===== config.mk =====
export PLATFORM = sky130hd
export DESIGN_NAME = ede_cell
export DESIGN_NICKNAME = d
export VERILOG_FILES = /design/src/rtl/ede_pkg.sv /design/src/rtl/ede_cell.sv
export SDC_FILE = /design/constraint.sdc
export NUM_CORES = 1
export LEC_CHECK = 0
export BUFFER_PORTS_ARGS = -buffer_cell sky130_fd_sc_hd__clkbuf_2
export CORE_MARGIN = 2
export CORE_UTILIZATION = 48
export DETAILED_ROUTE_END_ITERATION = 6
export GPL_ROUTABILITY_DRIVEN = 0
export MAX_ROUTING_LAYER = met4
export PLACE_DENSITY = 0.79
export SYNTH_ARGS = -nofsm -noshare
export SYNTH_HDL_FRONTEND = slang
export SYNTH_SLANG_ARGS = --single-unit

===== constraint.sdc =====
create_clock -name clock -period 6.45 [get_ports clock]
set_input_delay 1.29 -clock clock [delete_from_list [all_inputs] [get_ports clock]]
set_output_delay 1.29 -clock clock [all_outputs]
set_load 0.01 [all_outputs]

===== src/rtl/ede_pkg.sv =====
// ----------------------------------------------------------------------------
// ede_pkg: shared types and constants of the edit distance engine
// Sizes, the item kind codes, the token passed along the cell chain and the
// control bundle broadcast to every cell.
// ----------------------------------------------------------------------------
package ede_pkg;

   localparam int MAX_PATTERN = 64;
   localparam int IDX_W       = $clog2(MAX_PATTERN + 1);
   localparam int SYM_W       = 8;
   localparam int DIST_W      = 16;

   localparam logic [DIST_W-1:0] DIST_MAX = {DIST_W{1'b1}};

   typedef enum logic {
      KIND_PATTERN = 1'b0,
      KIND_QUERY   = 1'b1
   } req_kind_type;

   // One query symbol (or a read of the final distance) moving down the chain.
   typedef struct packed {
      logic              valid;
      logic              has_sym;
      logic              last;
      logic [SYM_W-1:0]  sym;
      logic [DIST_W-1:0] diag;
      logic [DIST_W-1:0] left;
      logic [DIST_W-1:0] answer;
   } token_type;

   typedef struct packed {
      logic              advance;
      logic              clear_row;
      logic              wr_en;
      logic [IDX_W-1:0]  wr_index;
      logic [SYM_W-1:0]  wr_sym;
      logic [IDX_W-1:0]  len;
   } cell_ctrl_type;

   function automatic logic [DIST_W-1:0] sat_inc(input logic [DIST_W-1:0] v);
      sat_inc = (v == DIST_MAX) ? DIST_MAX : v + 1'b1;
   endfunction

endpackage


===== src/rtl/ede_cell.sv =====
// ----------------------------------------------------------------------------
// ede_cell: one column of the distance row
// Holds one pattern symbol and one row entry; updates the entry when a query
// token passes and hands the token on to the next column through its register.
// ----------------------------------------------------------------------------
module ede_cell
   import ede_pkg::*;
(
   input  logic             clock,
   input  logic             reset,
   input  logic [IDX_W-1:0] cell_index,
   input  cell_ctrl_type    ctrl,
   input  token_type        tok_in,
   output token_type        tok_out
);

   logic [DIST_W-1:0] row_ff, row_in;
   logic [SYM_W-1:0]  pat_ff, pat_in;
   token_type         tok_ff, tok_nx_in;

   logic [DIST_W-1:0] row_init;
   logic [DIST_W-1:0] best;
   logic [DIST_W-1:0] new_val;

   assign row_init = {{(DIST_W - IDX_W){1'b0}}, cell_index};
   assign tok_out  = tok_ff;

   always_comb begin
      best = tok_in.diag;
      if (row_ff < best) begin
         best = row_ff;
      end
      if (tok_in.left < best) begin
         best = tok_in.left;
      end
      if (!tok_in.has_sym) begin
         new_val = row_ff;
      end else if (pat_ff == tok_in.sym) begin
         new_val = tok_in.diag;
      end else begin
         new_val = sat_inc(best);
      end
   end

   always_comb begin
      pat_in    = pat_ff;
      row_in    = row_ff;
      tok_nx_in = tok_ff;
      if (ctrl.wr_en && (ctrl.wr_index == cell_index)) begin
         pat_in = ctrl.wr_sym;
      end
      if (ctrl.advance) begin
         tok_nx_in.valid   = tok_in.valid;
         tok_nx_in.has_sym = tok_in.has_sym;
         tok_nx_in.last    = tok_in.last;
         tok_nx_in.sym     = tok_in.sym;
         tok_nx_in.diag    = row_ff;
         tok_nx_in.left    = new_val;
         tok_nx_in.answer  = (tok_in.last && (cell_index == ctrl.len)) ? new_val
                                                                      : tok_in.answer;
         // a closing token resets this column behind it for the next query
         if (tok_in.valid) begin
            row_in = tok_in.last ? row_init : new_val;
         end
      end
      if (ctrl.clear_row) begin
         row_in = row_init;
      end
   end

   always_ff @(posedge clock) begin
      pat_ff <= pat_in;
      if (reset) begin
         row_ff       <= row_init;
         tok_ff       <= '0;
      end else begin
         row_ff <= row_in;
         tok_ff <= tok_nx_in;
      end
   end

endmodule


==> results.ini <==
[run_status]
status=finished clean

[synth]
synth.avg_cell_area_um2=8.52
synth_area_leaders=dfxtp_1, mux2i_1, edfxtp_1
synth_cells=654
synth_edf_count=15
async_flop_share=0
synth_warnings=0
synth_area_mm2=0.00557
ys_ff_latch=83
ys_types=64
synth_top_cell_area_share=0.244
syn_nets=778
yosys_most_used_dff=dfxtp_1
ys_seq_area_frac=0.325
synth_largest_area_cell=dfxtp_1

[critical_path]
cp-end-kind=register
cp_max_fo=11
slowest_stage=a21oi_2
cp_slowest_stage_delay_ns=0.54
critPathKind=in2reg
worstSetupStartpointType=input port
reg2reg_from=row_ff[1]
reg2regPathDepth=22
reg2reg_slack_ns=0.81
worstReg2RegEnd=row_ff[6]
crit_arrival_ns=6.32
required_ns=6.54

[timing]
fmax_mhz=161
fin_setup_tns_ns=0
rsz0062_at_grt=true
finalMaxSlewViolations=0
worst_pin_slew_ns=1.04
max_slew_margin=0.307
holdWs_ns=0.484
period_share=0.966
min_period_ns=6.23
timing.final.ws_setup_ns=0.220
hold_viol=0
finClkSkew_ns=0.00895
final-setup-viol-count=0

[worst_hold_path]
holdPathEnd=tok_out[24]
worstHoldPathCells=2
hold_start=tok_out[24]
hold_class=reg2reg

[global_route]
grt_start_max_net_pins=86
grt_use_total=0.274
grt_pass1_vias=5418
grt-ovfl-total=0
grt_pass1_wl_mm=26.8
antenna_found_initial=0

[routing]
drtIter0Drc=501
wl_met1_mm=7.02
top_layer=met4
vias_per_cell=5.94
dr_wl_met2_mm=8.15
first_pass_iters=5
wire_per_inst_um=18.0
drcViolationCount=0
num_vias=5653
antenna_left=0
wl_mm=17.1
wl_met3_mm=1.23

[place]
placedCellCount=936
port_buffers=151
hpwl_mm=13.0
dp_slack_ns=0.000914

[layout]
finalNetCount=928
final_cell_mix=clkbuf_2, nor2_1, dfxtp_1, nand2_1, mux2i_1
final-seq-area_mm2=0.00181
drive_gt1_frac=0.269
fill_cells=1011
final_cell_count_no_fill=952
multi_input_area_mm2=0.00354
final_common_cell=clkbuf_2
syn2layout_area_growth_pct=23.8
antenna_cells=0

[die]
chipWidth_um=112
boundaryPins=152
start_util=0.490
rows=39
die_h_um=112
die_area_mm2=0.0125
fp.coreArea_mm2=0.0114

[cts]
cts_buffers=9
cts_buffer_depth=2
clockRootBuffer=clkbuf_16
clkLatencyLatePin_ns=0.34
clk_pin_slew_worst_paths_ns=0.06
cts_tree=done
post_cts_buffers=0
htree_levels=3
numClockSinks=83

[flow_run]
cap_violations=0

[pwr]
leakage_uw=0.00298
ir_drop_v=0.000163
power_density_mw_per_mm2=208
total_power_uw=1440

-- area by class of cell --
cell class / count / area share
timing repair buffer: 173 / 0.136
multi-input combinational: 511 / 0.513
tap: 143 / 0.0260
clock inverter: 7 / 0.0156
sequential: 83 / 0.263
inverter: 26 / 0.0142
clock buffer: 9 / 0.0327
-- metrics by stage --
step | util | instance area, µm²
final | 0.606 | 6890
after global routing | 0.606 | 6890
after CTS | 0.604 | 6870
after detailed placement | 0.575 | 6530
after global placement | 0.575 | 6530
after floorplan | - | 5580
-- synth_stat cells, types with 6 or more instances --
| cell | number |
|---|---|
| nor2_1 | 79 |
| dfxtp_1 | 68 |
| nand2_1 | 54 |
| mux2i_1 | 47 |
| o21ai_0 | 41 |
| a21oi_1 | 37 |
| ha_1 | 31 |
| inv_1 | 25 |
| xnor2_1 | 22 |
| clkbuf_1 | 21 |
| xor2_1 | 20 |
| a211oi_1 | 19 |
| nand3_1 | 19 |
| nand4_1 | 17 |
| edfxtp_1 | 15 |
| a31oi_1 | 12 |
| nor3b_1 | 12 |
| and3_1 | 7 |
| buf_1 | 6 |
| o211ai_1 | 6 |
-- critical path: cells and delay by family --
| kind | cells | cell delay (ns) |
|---|---|---|
| buffers and inverters | 4 | 0.70 |
| adder cells (fa/ha/maj) | 3 | 0.87 |
| AO/OA/AOI/OAI | 11 | 2.35 |
| multiplexers | 2 | 0.38 |
| AND/OR/NAND/NOR | 5 | 0.70 |
-- per-layer routing --
layer  track usage  vias to the layer above
met5             -                        -
met4         0.124                        0
met3        0.0446                       64
met2         0.448                      284
met1         0.332                     2596
li1              -                     2709
-- how the worst max path moves through the flow --
stage | startpoint | end | slack, ns | cells past startpoint
2_1_floorplan | tok_in[43] | tok_out[26] | 0.02 | 27
5_1_grt | tok_in[41] | tok_out[3] | -0.02 | 26
4_1_cts | tok_in[43] | tok_out[5] | 0.26 | 26
3_3_place_gp | tok_in[46] | tok_out[16] | 0.09 | 26
6_report | tok_in[43] | row_ff[6] | 0.22 | 25
3_5_place_dp | tok_in[43] | row_ff[6] | 0.0009 | 24
-- registers in the layout (all words and copies together), names as in the netlist --
register / cells
tok_out: 59
row_ff: 16
pat_ff: 8
-- kinds of logic after synthesis --
group,after synthesis,synth area share
compound gates,165,0.207
buf+inv,60,0.0456
simple gates,220,0.190
mux,53,0.0971
fa+ha+maj,31,0.0696
flops,83,0.325
xor+xnor,42,0.0661
-- power by group --
group          total, µW  internal, µW  switching [µW]
logic                286           121             165
clock network        573           347             226
registers            577           555            22.0
-- what timing repair did --
action / in CTS / in global routing
gates resized for setup: 0 / 6
hold buffers: 0 / 0
setup endpoints to repair: 0 / 30
Note: power is estimated with default switching activity, not from simulation.
